### config.mk
export PLATFORM = sky130hd
export DESIGN_NAME = signed_decimal_adder_top_flat
export DESIGN_NICKNAME = d
export VERILOG_FILES = /design/src/hdl/sda_pkg.sv /design/src/hdl/sda_req_if.sv /design/src/hdl/sda_rsp_if.sv /design/src/hdl/sda_ctrl.sv /design/src/hdl/sda_dpath.sv /design/src/hdl/signed_decimal_adder_top.sv /design/src/flat_wrapper.sv
export SDC_FILE = /design/constraint.sdc
export NUM_CORES = 2
export LEC_CHECK = 0
export ABC_AREA = 1
export BUFFER_PORTS_ARGS = -buffer_cell sky130_fd_sc_hd__buf_2
export CAP_MARGIN = 20
export CORE_ASPECT_RATIO = 0.9
export CORE_MARGIN = 10
export CORE_UTILIZATION = 63
export CTS_CLUSTER_SIZE = 40
export DETAILED_ROUTE_END_ITERATION = 6
export PLACE_DENSITY_LB_ADDON = 0.1
export SLEW_MARGIN = 10
export SYNTH_ARGS = -nofsm -noshare
export SYNTH_HDL_FRONTEND = slang
export SYNTH_SLANG_ARGS = --single-unit
export TNS_END_PERCENT = 100
### constraint.sdc
create_clock -name clock -period 11.7 [get_ports clock]
set_input_delay 0.585 -clock clock [delete_from_list [all_inputs] [get_ports clock]]
set_output_delay 0.585 -clock clock [all_outputs]
set_load 0.005 [all_outputs]
### src/hdl/sda_pkg.sv
// ============================================================================
// sda_pkg: shared constants, types and helpers of the signed decimal adder
// Holds the sizing constants, the controller-to-datapath command and status
// structs, and the digit clamp used on every operand word.
// ============================================================================
`default_nettype none

package sda_pkg;

   // Operand size in decimal digits and packing of digits into words.
   localparam int MAX_DIGITS      = 256;
   localparam int DIGITS_PER_WORD = 16;
   localparam int WORDS           = (MAX_DIGITS + DIGITS_PER_WORD - 1) / DIGITS_PER_WORD;

   // Field widths.
   localparam int WORD_W  = 64;
   localparam int COUNT_W = 9;

   // Index widths: operand stores, counters that reach WORDS, digit position.
   localparam int WORD_AW = (WORDS > 1) ? $clog2(WORDS) : 1;
   localparam int CNT_W   = $clog2(WORDS + 1);
   localparam int DIG_AW  = (DIGITS_PER_WORD > 1) ? $clog2(DIGITS_PER_WORD) : 1;

   // Decimal constants.
   localparam logic [3:0] DIGIT_MAX = 4'd9;
   localparam logic [4:0] RADIX     = 5'd10;

   // Commands from the controller to the datapath.
   typedef struct packed {
      logic             store_wr;    // write the request words into the stores
      logic             cap_signs;   // capture both operand signs
      logic             clear_run;   // clear carry, compare and leading-digit state
      logic             op_rd;       // read both operand stores
      logic             cmp_eval;    // evaluate the word compare
      logic             arith_eval;  // compute one result word and store it
      logic             top_eval;    // store the final carry word
      logic             res_rd;      // read one result word for output
      logic [CNT_W-1:0] addr;        // word index for the command above
   } cmd_type;

   // Status from the datapath to the controller.
   typedef struct packed {
      logic             signs_differ;  // operand signs differ: subtract
      logic             words_differ;  // compared operand words are not equal
      logic [CNT_W-1:0] last_idx;      // index of the last result word to send
   } status_type;

   // Forces every digit above nine down to nine and clears unused high bits.
   function automatic logic [WORD_W-1:0] clamp_word(input logic [WORD_W-1:0] w);
      logic [WORD_W-1:0] r;
      logic [3:0]        nib;
      r = '0;
      for (int k = 0; k < DIGITS_PER_WORD; k++) begin
         nib = w[4*k +: 4];
         r[4*k +: 4] = (nib > DIGIT_MAX) ? DIGIT_MAX : nib;
      end
      return r;
   endfunction

endpackage

`default_nettype wire

### src/hdl/sda_req_if.sv
// ============================================================================
// sda_req_if: request channel of the signed decimal adder
// Carries one word pair of both operands plus signs and the final marker.
// ============================================================================
`default_nettype none

interface sda_req_if;
   logic                        valid;
   logic                        ready;
   logic [sda_pkg::WORD_W-1:0]  a_word;
   logic [sda_pkg::WORD_W-1:0]  b_word;
   logic                        a_negative;
   logic                        b_negative;
   logic                        final_word;

   modport source (output valid, a_word, b_word, a_negative, b_negative, final_word,
                   input ready);
   modport sink   (input valid, a_word, b_word, a_negative, b_negative, final_word,
                   output ready);
endinterface

`default_nettype wire

### src/hdl/sda_rsp_if.sv
// ============================================================================
// sda_rsp_if: response channel of the signed decimal adder
// Carries one packed BCD result word with sign, digit count and last marker.
// ============================================================================
`default_nettype none

interface sda_rsp_if;
   logic                        valid;
   logic                        ready;
   logic [sda_pkg::WORD_W-1:0]  sum_word;
   logic                        result_negative;
   logic [sda_pkg::COUNT_W-1:0] digit_count;
   logic                        last_word;

   modport source (output valid, sum_word, result_negative, digit_count, last_word,
                   input ready);
   modport sink   (input valid, sum_word, result_negative, digit_count, last_word,
                   output ready);
endinterface

`default_nettype wire

### src/hdl/sda_ctrl.sv
// ============================================================================
// sda_ctrl: sequencer of the signed decimal adder
// Loads word pairs, then steps the compare, add or subtract, carry and output
// passes over the stored words by issuing commands to the datapath.
// ============================================================================
`default_nettype none

module sda_ctrl (
   input  wire logic                 clock,
   input  wire logic                 reset,
   input  wire logic                 req_valid,
   input  wire logic                 req_final,
   output logic                      req_ready,
   input  wire logic                 rsp_ready,
   output logic                      rsp_valid,
   output logic                      rsp_last,
   input  wire sda_pkg::status_type  status,
   output sda_pkg::cmd_type          cmd
);

   typedef enum logic [8:0] {
      ST_LOAD      = 9'b000000001,
      ST_START     = 9'b000000010,
      ST_CMP_RD    = 9'b000000100,
      ST_CMP_OP    = 9'b000001000,
      ST_ADD_RD    = 9'b000010000,
      ST_ADD_OP    = 9'b000100000,
      ST_TOP       = 9'b001000000,
      ST_EMIT_RD   = 9'b010000000,
      ST_EMIT_WAIT = 9'b100000000
   } state_type;

   localparam logic [sda_pkg::CNT_W-1:0] FULL = sda_pkg::CNT_W'(sda_pkg::WORDS);
   localparam logic [sda_pkg::CNT_W-1:0] ONE  = sda_pkg::CNT_W'(1);

   state_type                    state_ff, state_in;
   logic [sda_pkg::CNT_W-1:0]    load_cnt_ff, load_cnt_in;
   logic [sda_pkg::CNT_W-1:0]    words_ff, words_in;
   logic [sda_pkg::CNT_W-1:0]    idx_ff, idx_in;
   logic                         full;
   logic                         accept;

   assign full   = (load_cnt_ff == FULL);
   assign accept = req_valid && req_ready;

   always_comb begin
      state_in    = state_ff;
      load_cnt_in = load_cnt_ff;
      words_in    = words_ff;
      idx_in      = idx_ff;
      req_ready   = 1'b0;
      rsp_valid   = 1'b0;
      rsp_last    = 1'b0;
      cmd         = '0;
      cmd.addr    = idx_ff;

      unique case (state_ff)
         ST_LOAD: begin
            req_ready = 1'b1;
            cmd.addr  = load_cnt_ff;
            if (accept) begin
               cmd.store_wr = !full;
               load_cnt_in  = full ? load_cnt_ff : load_cnt_ff + ONE;
               if (req_final) begin
                  cmd.cap_signs = 1'b1;
                  cmd.clear_run = 1'b1;
                  words_in      = load_cnt_in;
                  load_cnt_in   = '0;
                  state_in      = ST_START;
               end
            end
         end
         ST_START: begin
            if (status.signs_differ) begin
               idx_in   = words_ff - ONE;
               state_in = ST_CMP_RD;
            end else begin
               idx_in   = '0;
               state_in = ST_ADD_RD;
            end
         end
         ST_CMP_RD: begin
            cmd.op_rd = 1'b1;
            state_in  = ST_CMP_OP;
         end
         ST_CMP_OP: begin
            cmd.cmp_eval = 1'b1;
            if (status.words_differ || idx_ff == '0) begin
               idx_in   = '0;
               state_in = ST_ADD_RD;
            end else begin
               idx_in   = idx_ff - ONE;
               state_in = ST_CMP_RD;
            end
         end
         ST_ADD_RD: begin
            cmd.op_rd = 1'b1;
            state_in  = ST_ADD_OP;
         end
         ST_ADD_OP: begin
            cmd.arith_eval = 1'b1;
            idx_in         = idx_ff + ONE;
            state_in       = (idx_ff + ONE == words_ff) ? ST_TOP : ST_ADD_RD;
         end
         ST_TOP: begin
            cmd.top_eval = 1'b1;
            idx_in       = '0;
            state_in     = ST_EMIT_RD;
         end
         ST_EMIT_RD: begin
            cmd.res_rd = 1'b1;
            state_in   = ST_EMIT_WAIT;
         end
         ST_EMIT_WAIT: begin
            rsp_valid = 1'b1;
            rsp_last  = (idx_ff == status.last_idx);
            if (rsp_ready) begin
               if (rsp_last) begin
                  state_in = ST_LOAD;
               end else begin
                  idx_in   = idx_ff + ONE;
                  state_in = ST_EMIT_RD;
               end
            end
         end
         default: begin
            state_in = ST_LOAD;
         end
      endcase
   end

   always_ff @(posedge clock) begin
      if (reset) begin
         state_ff    <= ST_LOAD;
         load_cnt_ff <= '0;
         words_ff    <= '0;
         idx_ff      <= '0;
      end else begin
         state_ff    <= state_in;
         load_cnt_ff <= load_cnt_in;
         words_ff    <= words_in;
         idx_ff      <= idx_in;
      end
   end

endmodule

`default_nettype wire

### src/hdl/sda_dpath.sv
// ============================================================================
// sda_dpath: datapath of the signed decimal adder
// Operand and result memories, one-word BCD add and subtract with a lookahead
// carry, word compare, leading-digit tracking and the response payload.
// ============================================================================
`default_nettype none

module sda_dpath (
   input  wire logic                          clock,
   input  wire logic                          reset,
   input  wire sda_pkg::cmd_type              cmd,
   output sda_pkg::status_type                status,
   input  wire logic [sda_pkg::WORD_W-1:0]    a_word,
   input  wire logic [sda_pkg::WORD_W-1:0]    b_word,
   input  wire logic                          a_negative,
   input  wire logic                          b_negative,
   output logic [sda_pkg::WORD_W-1:0]         sum_word,
   output logic                               result_negative,
   output logic [sda_pkg::COUNT_W-1:0]        digit_count
);

   localparam int DPW = sda_pkg::DIGITS_PER_WORD;

   // Memories.
   logic [sda_pkg::WORD_W-1:0] store_a_ff [sda_pkg::WORDS];
   logic [sda_pkg::WORD_W-1:0] store_b_ff [sda_pkg::WORDS];
   logic [sda_pkg::WORD_W-1:0] result_ff  [sda_pkg::WORDS + 1];
   logic [sda_pkg::WORD_W-1:0] a_rd_ff, b_rd_ff, res_rd_ff;

   // Run state.
   logic                         sign_a_ff, sign_a_in;
   logic                         sign_b_ff, sign_b_in;
   logic                         carry_ff, carry_in;
   logic                         a_big_ff, a_big_in;
   logic                         hi_valid_ff, hi_valid_in;
   logic [sda_pkg::CNT_W-1:0]    hi_word_ff, hi_word_in;
   logic [sda_pkg::DIG_AW-1:0]   hi_digit_ff, hi_digit_in;

   // Word arithmetic.
   logic [sda_pkg::WORD_W-1:0]   ca, cb, big_w, small_w, word_out, top_word;
   logic [DPW-1:0]               gen, prop;
   logic [DPW:0]                 xv, cv, cin_v;
   logic [3:0]                   dx, dy;
   logic [4:0]                   t;
   logic [sda_pkg::DIG_AW-1:0]   lead;
   logic                         add_mode;
   logic [sda_pkg::WORD_AW-1:0]  op_addr;

   assign add_mode = (sign_a_ff == sign_b_ff);
   assign op_addr  = cmd.addr[sda_pkg::WORD_AW-1:0];

   always_comb begin
      ca      = sda_pkg::clamp_word(a_rd_ff);
      cb      = sda_pkg::clamp_word(b_rd_ff);
      big_w   = a_big_ff ? ca : cb;
      small_w = a_big_ff ? cb : ca;
      gen     = '0;
      prop    = '0;
      dx      = '0;
      dy      = '0;
      t       = '0;
      // Per-digit generate and propagate of the decimal carry or borrow.
      for (int k = 0; k < DPW; k++) begin
         dx = big_w[4*k +: 4];
         dy = small_w[4*k +: 4];
         if (add_mode) begin
            t       = {1'b0, dx} + {1'b0, dy};
            gen[k]  = (t > {1'b0, sda_pkg::DIGIT_MAX});
            prop[k] = (t == {1'b0, sda_pkg::DIGIT_MAX});
         end else begin
            gen[k]  = (dx < dy);
            prop[k] = (dx == dy);
         end
      end
      // The digit chain resolves as a binary add of the generate vector onto
      // the generate-or-propagate vector; the carry into each digit falls out
      // of the sum bits.
      xv    = {1'b0, gen | prop};
      cv    = xv + {1'b0, gen} + (DPW + 1)'(carry_ff);
      cin_v = cv ^ xv ^ {1'b0, gen};
      word_out = '0;
      lead     = '0;
      for (int k = 0; k < DPW; k++) begin
         dx = big_w[4*k +: 4];
         dy = small_w[4*k +: 4];
         if (add_mode) begin
            t = {1'b0, dx} + {1'b0, dy} + 5'(cin_v[k]);
            if (cin_v[k+1]) begin
               t = t - sda_pkg::RADIX;
            end
         end else begin
            t = {1'b0, dx} - {1'b0, dy} - 5'(cin_v[k]);
            if (cin_v[k+1]) begin
               t = t + sda_pkg::RADIX;
            end
         end
         word_out[4*k +: 4] = t[3:0];
         if (t[3:0] != 4'd0) begin
            lead = sda_pkg::DIG_AW'(k);
         end
      end
      top_word = sda_pkg::WORD_W'(add_mode & carry_ff);
   end

   always_comb begin
      sign_a_in   = sign_a_ff;
      sign_b_in   = sign_b_ff;
      carry_in    = carry_ff;
      a_big_in    = a_big_ff;
      hi_valid_in = hi_valid_ff;
      hi_word_in  = hi_word_ff;
      hi_digit_in = hi_digit_ff;
      if (cmd.cap_signs) begin
         sign_a_in = a_negative;
         sign_b_in = b_negative;
      end
      if (cmd.clear_run) begin
         carry_in    = 1'b0;
         a_big_in    = 1'b1;
         hi_valid_in = 1'b0;
         hi_word_in  = '0;
         hi_digit_in = '0;
      end
      if (cmd.cmp_eval) begin
         a_big_in = (ca >= cb);
      end
      if (cmd.arith_eval) begin
         carry_in = cin_v[DPW];
         if (word_out != '0) begin
            hi_valid_in = 1'b1;
            hi_word_in  = cmd.addr;
            hi_digit_in = lead;
         end
      end
      if (cmd.top_eval && top_word != '0) begin
         hi_valid_in = 1'b1;
         hi_word_in  = cmd.addr;
         hi_digit_in = '0;
      end
   end

   always_ff @(posedge clock) begin
      if (reset) begin
         sign_a_ff   <= 1'b0;
         sign_b_ff   <= 1'b0;
         carry_ff    <= 1'b0;
         a_big_ff    <= 1'b1;
         hi_valid_ff <= 1'b0;
         hi_word_ff  <= '0;
         hi_digit_ff <= '0;
      end else begin
         sign_a_ff   <= sign_a_in;
         sign_b_ff   <= sign_b_in;
         carry_ff    <= carry_in;
         a_big_ff    <= a_big_in;
         hi_valid_ff <= hi_valid_in;
         hi_word_ff  <= hi_word_in;
         hi_digit_ff <= hi_digit_in;
      end
   end

   // Operand stores: one write port, one registered read port.
   always_ff @(posedge clock) begin
      if (cmd.store_wr) begin
         store_a_ff[op_addr] <= a_word;
         store_b_ff[op_addr] <= b_word;
      end
      if (cmd.op_rd) begin
         a_rd_ff <= store_a_ff[op_addr];
         b_rd_ff <= store_b_ff[op_addr];
      end
   end

   // Result store: one write port, one registered read port.
   always_ff @(posedge clock) begin
      if (cmd.arith_eval) begin
         result_ff[cmd.addr] <= word_out;
      end else if (cmd.top_eval) begin
         result_ff[cmd.addr] <= top_word;
      end
      if (cmd.res_rd) begin
         res_rd_ff <= result_ff[cmd.addr];
      end
   end

   assign status.signs_differ = !add_mode;
   assign status.words_differ = (ca != cb);
   assign status.last_idx     = hi_valid_ff ? hi_word_ff : '0;

   assign sum_word        = res_rd_ff;
   assign result_negative = hi_valid_ff &&
                            (add_mode ? sign_a_ff : (a_big_ff ? sign_a_ff : sign_b_ff));
   assign digit_count     = hi_valid_ff ?
                            (sda_pkg::COUNT_W'(hi_word_ff) * sda_pkg::COUNT_W'(DPW)
                             + sda_pkg::COUNT_W'(hi_digit_ff) + sda_pkg::COUNT_W'(1))
                            : sda_pkg::COUNT_W'(1);

endmodule

`default_nettype wire

### src/hdl/signed_decimal_adder_top.sv
// ============================================================================
// signed_decimal_adder_top: signed-magnitude packed BCD adder
// Sequence: request word pairs are stored as they are taken. After the final
// request, a start step, a compare pass from the top word down when signs differ,
// an add or subtract pass over the stored word pairs and a carry word store
// follow; each response word is then read from the result store and handed off.
// Throughput: one run at a time; the operand store read port sets the pace.
// Reset is synchronous and active high; it returns the block to loading.
// ============================================================================
`default_nettype none

module signed_decimal_adder_top (
   input  wire logic  clock,
   input  wire logic  reset,
   sda_req_if.sink    req_chan,
   sda_rsp_if.source  rsp_chan
);

   // The controller sequences the passes; the datapath holds the words and
   // does the per-word arithmetic. They share only commands and status.
   sda_pkg::cmd_type    cmd;
   sda_pkg::status_type status;
   logic                req_ready;
   logic                rsp_valid;
   logic                rsp_last;

   sda_ctrl u_ctrl (
      .clock     (clock),
      .reset     (reset),
      .req_valid (req_chan.valid),
      .req_final (req_chan.final_word),
      .req_ready (req_ready),
      .rsp_ready (rsp_chan.ready),
      .rsp_valid (rsp_valid),
      .rsp_last  (rsp_last),
      .status    (status),
      .cmd       (cmd)
   );

   // The datapath drives the response payload straight from its result read
   // register and run state, which hold still while a response waits.
   sda_dpath u_dpath (
      .clock           (clock),
      .reset           (reset),
      .cmd             (cmd),
      .status          (status),
      .a_word          (req_chan.a_word),
      .b_word          (req_chan.b_word),
      .a_negative      (req_chan.a_negative),
      .b_negative      (req_chan.b_negative),
      .sum_word        (rsp_chan.sum_word),
      .result_negative (rsp_chan.result_negative),
      .digit_count     (rsp_chan.digit_count)
   );

   assign req_chan.ready     = req_ready;
   assign rsp_chan.valid     = rsp_valid;
   assign rsp_chan.last_word = rsp_last;

   // Loading and responding never overlap.
   a_no_overlap: assert property (@(posedge clock) disable iff (reset)
      !(req_chan.ready && rsp_chan.valid))
      else $error("request and response active together");

   // A final request closes loading until the run has been sent.
   a_final_closes: assert property (@(posedge clock) disable iff (reset)
      req_chan.valid && req_chan.ready && req_chan.final_word |=> !req_chan.ready)
      else $error("request accepted right after a final request");

   // Handing off the last response word reopens loading.
   a_last_reopens: assert property (@(posedge clock) disable iff (reset)
      rsp_chan.valid && rsp_chan.ready && rsp_chan.last_word |=> req_chan.ready)
      else $error("loading not reopened after last response");

   // A zero result is sent as positive.
   a_zero_positive: assert property (@(posedge clock) disable iff (reset)
      rsp_chan.valid && rsp_chan.last_word && rsp_chan.digit_count == 9'd1
      && rsp_chan.sum_word == 64'd0 |-> !rsp_chan.result_negative)
      else $error("zero result marked negative");

endmodule

`default_nettype wire

### src/flat_wrapper.sv
// flat-port wrapper written by rule: the top's interface ports become plain ports
module signed_decimal_adder_top_flat 
  (clock, reset, req_chan_valid, req_chan_a_word, req_chan_b_word, req_chan_a_negative, req_chan_b_negative, req_chan_final_word, req_chan_ready, rsp_chan_valid, rsp_chan_sum_word, rsp_chan_result_negative, rsp_chan_digit_count, rsp_chan_last_word, rsp_chan_ready);
  sda_req_if req_chan_i ();
  sda_rsp_if rsp_chan_i ();
  input  wire logic clock;
  input  wire logic reset;
  input wire logic [$bits(req_chan_i.valid)-1:0] req_chan_valid;
  input wire logic [$bits(req_chan_i.a_word)-1:0] req_chan_a_word;
  input wire logic [$bits(req_chan_i.b_word)-1:0] req_chan_b_word;
  input wire logic [$bits(req_chan_i.a_negative)-1:0] req_chan_a_negative;
  input wire logic [$bits(req_chan_i.b_negative)-1:0] req_chan_b_negative;
  input wire logic [$bits(req_chan_i.final_word)-1:0] req_chan_final_word;
  output wire logic [$bits(req_chan_i.ready)-1:0] req_chan_ready;
  output wire logic [$bits(rsp_chan_i.valid)-1:0] rsp_chan_valid;
  output wire logic [$bits(rsp_chan_i.sum_word)-1:0] rsp_chan_sum_word;
  output wire logic [$bits(rsp_chan_i.result_negative)-1:0] rsp_chan_result_negative;
  output wire logic [$bits(rsp_chan_i.digit_count)-1:0] rsp_chan_digit_count;
  output wire logic [$bits(rsp_chan_i.last_word)-1:0] rsp_chan_last_word;
  input wire logic [$bits(rsp_chan_i.ready)-1:0] rsp_chan_ready;
  assign req_chan_i.valid = req_chan_valid;
  assign req_chan_i.a_word = req_chan_a_word;
  assign req_chan_i.b_word = req_chan_b_word;
  assign req_chan_i.a_negative = req_chan_a_negative;
  assign req_chan_i.b_negative = req_chan_b_negative;
  assign req_chan_i.final_word = req_chan_final_word;
  assign req_chan_ready = req_chan_i.ready;
  assign rsp_chan_valid = rsp_chan_i.valid;
  assign rsp_chan_sum_word = rsp_chan_i.sum_word;
  assign rsp_chan_result_negative = rsp_chan_i.result_negative;
  assign rsp_chan_digit_count = rsp_chan_i.digit_count;
  assign rsp_chan_last_word = rsp_chan_i.last_word;
  assign rsp_chan_i.ready = rsp_chan_ready;
  signed_decimal_adder_top u_core (.clock(clock), .reset(reset), .req_chan(req_chan_i), .rsp_chan(rsp_chan_i));
endmodule
==> reports/qor.csv <==
metric,value,unit
endpoints failing setup,0,
# clock sinks,3366,
"Hold-fix buffers, CTS",119,
share of post-route cells with drive strength above 1,10.4,%
CTS tree,done,
DP Wirelength,209000,µm
Fmax,0.131,GHz
core area,0.216,mm²
hold crit path type,in -> reg,
antenna-violating nets left,0,
setup ws final,4.05,ns
outcome,"finished, violations left",
Min Hold Slack,0.0531,ns
crit path kind,reg -> reg,
first-pass GRT wire length,551000,µm
# H-tree levels,5,
pin count of the biggest net entering global routing,156,
Least-Margin Pin Slew,1.13,ns
"Slew Viols, Final",0,
RePlAce Congestion,0.961,
Mapped Nets,9912,
"most common cell after layout, fill and taps aside",edfxtp_1,
initial core utilization,63.3,%
relative slew slack,24.7,%
grt ovf,0,
Die H,462,µm
count of input and output buffers,211,
Worst EP required,12.28,ns
die area,0.237,mm²
initial antenna violation count,44,
Setup WS pre-CTS,4.17,ns
Critical Path Fanout Max,58,
Placed Cells,12200,
"EDFF count, synth",3328,
"commonest cells after routing, fill and taps aside","3328 x edfxtp_1, 1534 x a22oi_1, 925 x a21oi_1",
initial DRC count,11600,
Tcrit/Tclk final,65.4,%
total wire length,376000,µm
nature of the critical path startpoint,flop,
"Reg clk slew, reported paths",0.06,ns
Critical Path End Type,flop,
CTS Buf Count,332,
vias per cell,6.65,
Total Nets Final,10200,
RSZ-0062 raised after global routing,no,
MaxCap Viol Count,0,
min Tclk post-route,7.65,ns
boundary pin count,212,
Post-Route Setup TNS,0,ns
worst-skew pair later-pin latency,0.97,ns
DR DRC count,2,
Layout area overhead,11.8,%
Pwr Total,31.1,mW
CTS root buffer,clkbuf_16,
routed vias,85800,
Power Density,203,mW/mm²
CTS Buffer Depth,4,
Non-Filler Instances,12900,
maximum vdd ir drop,201,µV
Gate Count Post-Synth,9423,
Final Hold Fails,0,
dpl cell area,0.142,mm²
Fillers,14000,
CTS resizes,0,
mean post-synth cell area,14.5,µm²
synthesized cell area,0.137,mm²
final core occ,70.7,%
Total GRT Usage,30.8,%
synth unique cells,65,
Synth warnings,0,
CP Data Arrival Time,8.23,ns
Final Instance Area,0.153,mm²
failing checks,DRC,
peak per-stage delay on the critical path,0.74,ns
"flops & latches, synth",3366,
FP Rows,162,
P_leak,52.2,nW
Crit-path slowest cell,nor2_1,
Routed wire per std cell,29.2,µm
sequential-to-total area share from yosys stat,73.5,%
Post-CTS Setup Repair Bufs,0,
Pre-antenna DRT Iters,7,
vias in the first global route,83100,
Clock Skews,0.0732,ns
"Async S/R FF share, synth",0,%
Most common cell on crit path,nand2_1,
Die Wd,512,µm
Most used DFF post-synth,edfxtp_1,
## worst max-delay path: cells and delay by family (launching register included)
family / cells / cell delay (ns)
xor+xnor: 2 / 0.57
compound gates: 2 / 0.47
simple gates: 13 / 2.34
fa+ha+maj: 5 / 1.74
buf+inv: 7 / 1.54
flops: 1 / 0.54
## cells in the mapped netlist, drive strengths merged (5+ instances only)
| cell type | count | area (µm²) |
|---|---|---|
| a211oi | 41 | 308 |
| a21oi | 939 | 4740 |
| a22oi | 1534 | 11500 |
| a31oi | 5 | 31.3 |
| and2 | 5 | 33.8 |
| buf | 170 | 796 |
| clkbuf | 359 | 1350 |
| dfxtp | 38 | 761 |
| edfxtp | 3328 | 99900 |
| fa | 57 | 1140 |
| ha | 297 | 3720 |
| inv | 523 | 1970 |
| nand2 | 803 | 3180 |
| nand3 | 190 | 1070 |
| nand3b | 12 | 93.8 |
| nand4 | 39 | 244 |
| nor2 | 408 | 1640 |
| nor3 | 33 | 185 |
| nor4 | 44 | 275 |
| o211ai | 5 | 37.5 |
| o21a | 10 | 75.1 |
| o21ai | 235 | 1190 |
| o21bai | 5 | 37.5 |
| o22ai | 29 | 181 |
| or2 | 14 | 87.6 |
| or4 | 128 | 961 |
| xnor2 | 49 | 429 |
| xor2 | 93 | 815 |
## kinds of logic after synthesis
family | Yosys count | share of synthesized area (%)
xor gates and xnor gates | 142 | 0.908
AOI/OAI and AO/OA | 2823 | 13.4
adders and majority gates | 354 | 3.54
and+or+nand+nor | 1683 | 5.70
buffers and inverters | 1055 | 3.01
DFF | 3366 | 73.5
## registers in the layout, indices dropped and copies added (netlist names), 9 cells and up
register / flops
u_core.u_ctrl.state_ff: 9
u_core.u_dpath.a_rd_ff: 64
u_core.u_dpath.b_rd_ff: 64
u_core.u_dpath.result_ff: 1088
u_core.u_dpath.store_a_ff: 1024
u_core.u_dpath.store_b_ff: 1024
u_core.u_dpath.sum_word: 64
## final timing paths
path                                             start                                         end  slack, ns  depth (start not counted)
max               u_core.u_dpath.a_big_ff$_SDFFE_PP1P_   u_core.u_dpath.result_ff[4][63]$_DFFE_PP_       4.05                         29
min                                req_chan_a_word[26]  u_core.u_dpath.store_a_ff[1][26]$_DFFE_PP_       0.05                          1
max reg2reg       u_core.u_dpath.a_big_ff$_SDFFE_PP1P_   u_core.u_dpath.result_ff[4][63]$_DFFE_PP_       4.05                         29
min reg2reg  u_core.u_ctrl.load_cnt_ff[4]$_SDFFE_PP0P_   u_core.u_ctrl.load_cnt_ff[4]$_SDFFE_PP0P_       0.48                          2
## routing by layer
layer	vias to the layer above	track usage (%)	wire (µm)
met5	-	0	232
met4	36	10.2	13100
met3	781	5.82	37100
met2	4836	48.0	174000
met1	43100	44.3	152000
li1	37000	-	-
## area by class of cell
class	instances	area [µm²]	share of cell area [%]
well taps	2870	3590	2.34
inverters	526	2010	1.31
diodes	23	57.6	0.0376
flip-flops and latches	3366	101000	65.8
clock buffers	399	8690	5.67
repair buffers	523	4000	2.61
multi-input cells	5002	32600	21.3
clock inverters	179	1530	0.996
## power breakdown
| part | internal (mW) | total [mW] | leakage, nW | switching, mW |
|---|---|---|---|---|
| Combinational | 1.66 | 6.69 | 16.9 | 5.03 |
| Sequential | 14.2 | 14.3 | 30.3 | 0.0904 |
| Clock | 5.82 | 10.1 | 5.00 | 4.31 |
| Total | 21.7 | 31.1 | 52.2 | 9.44 |
No activity file was read; power rests on OpenSTA's default activity.
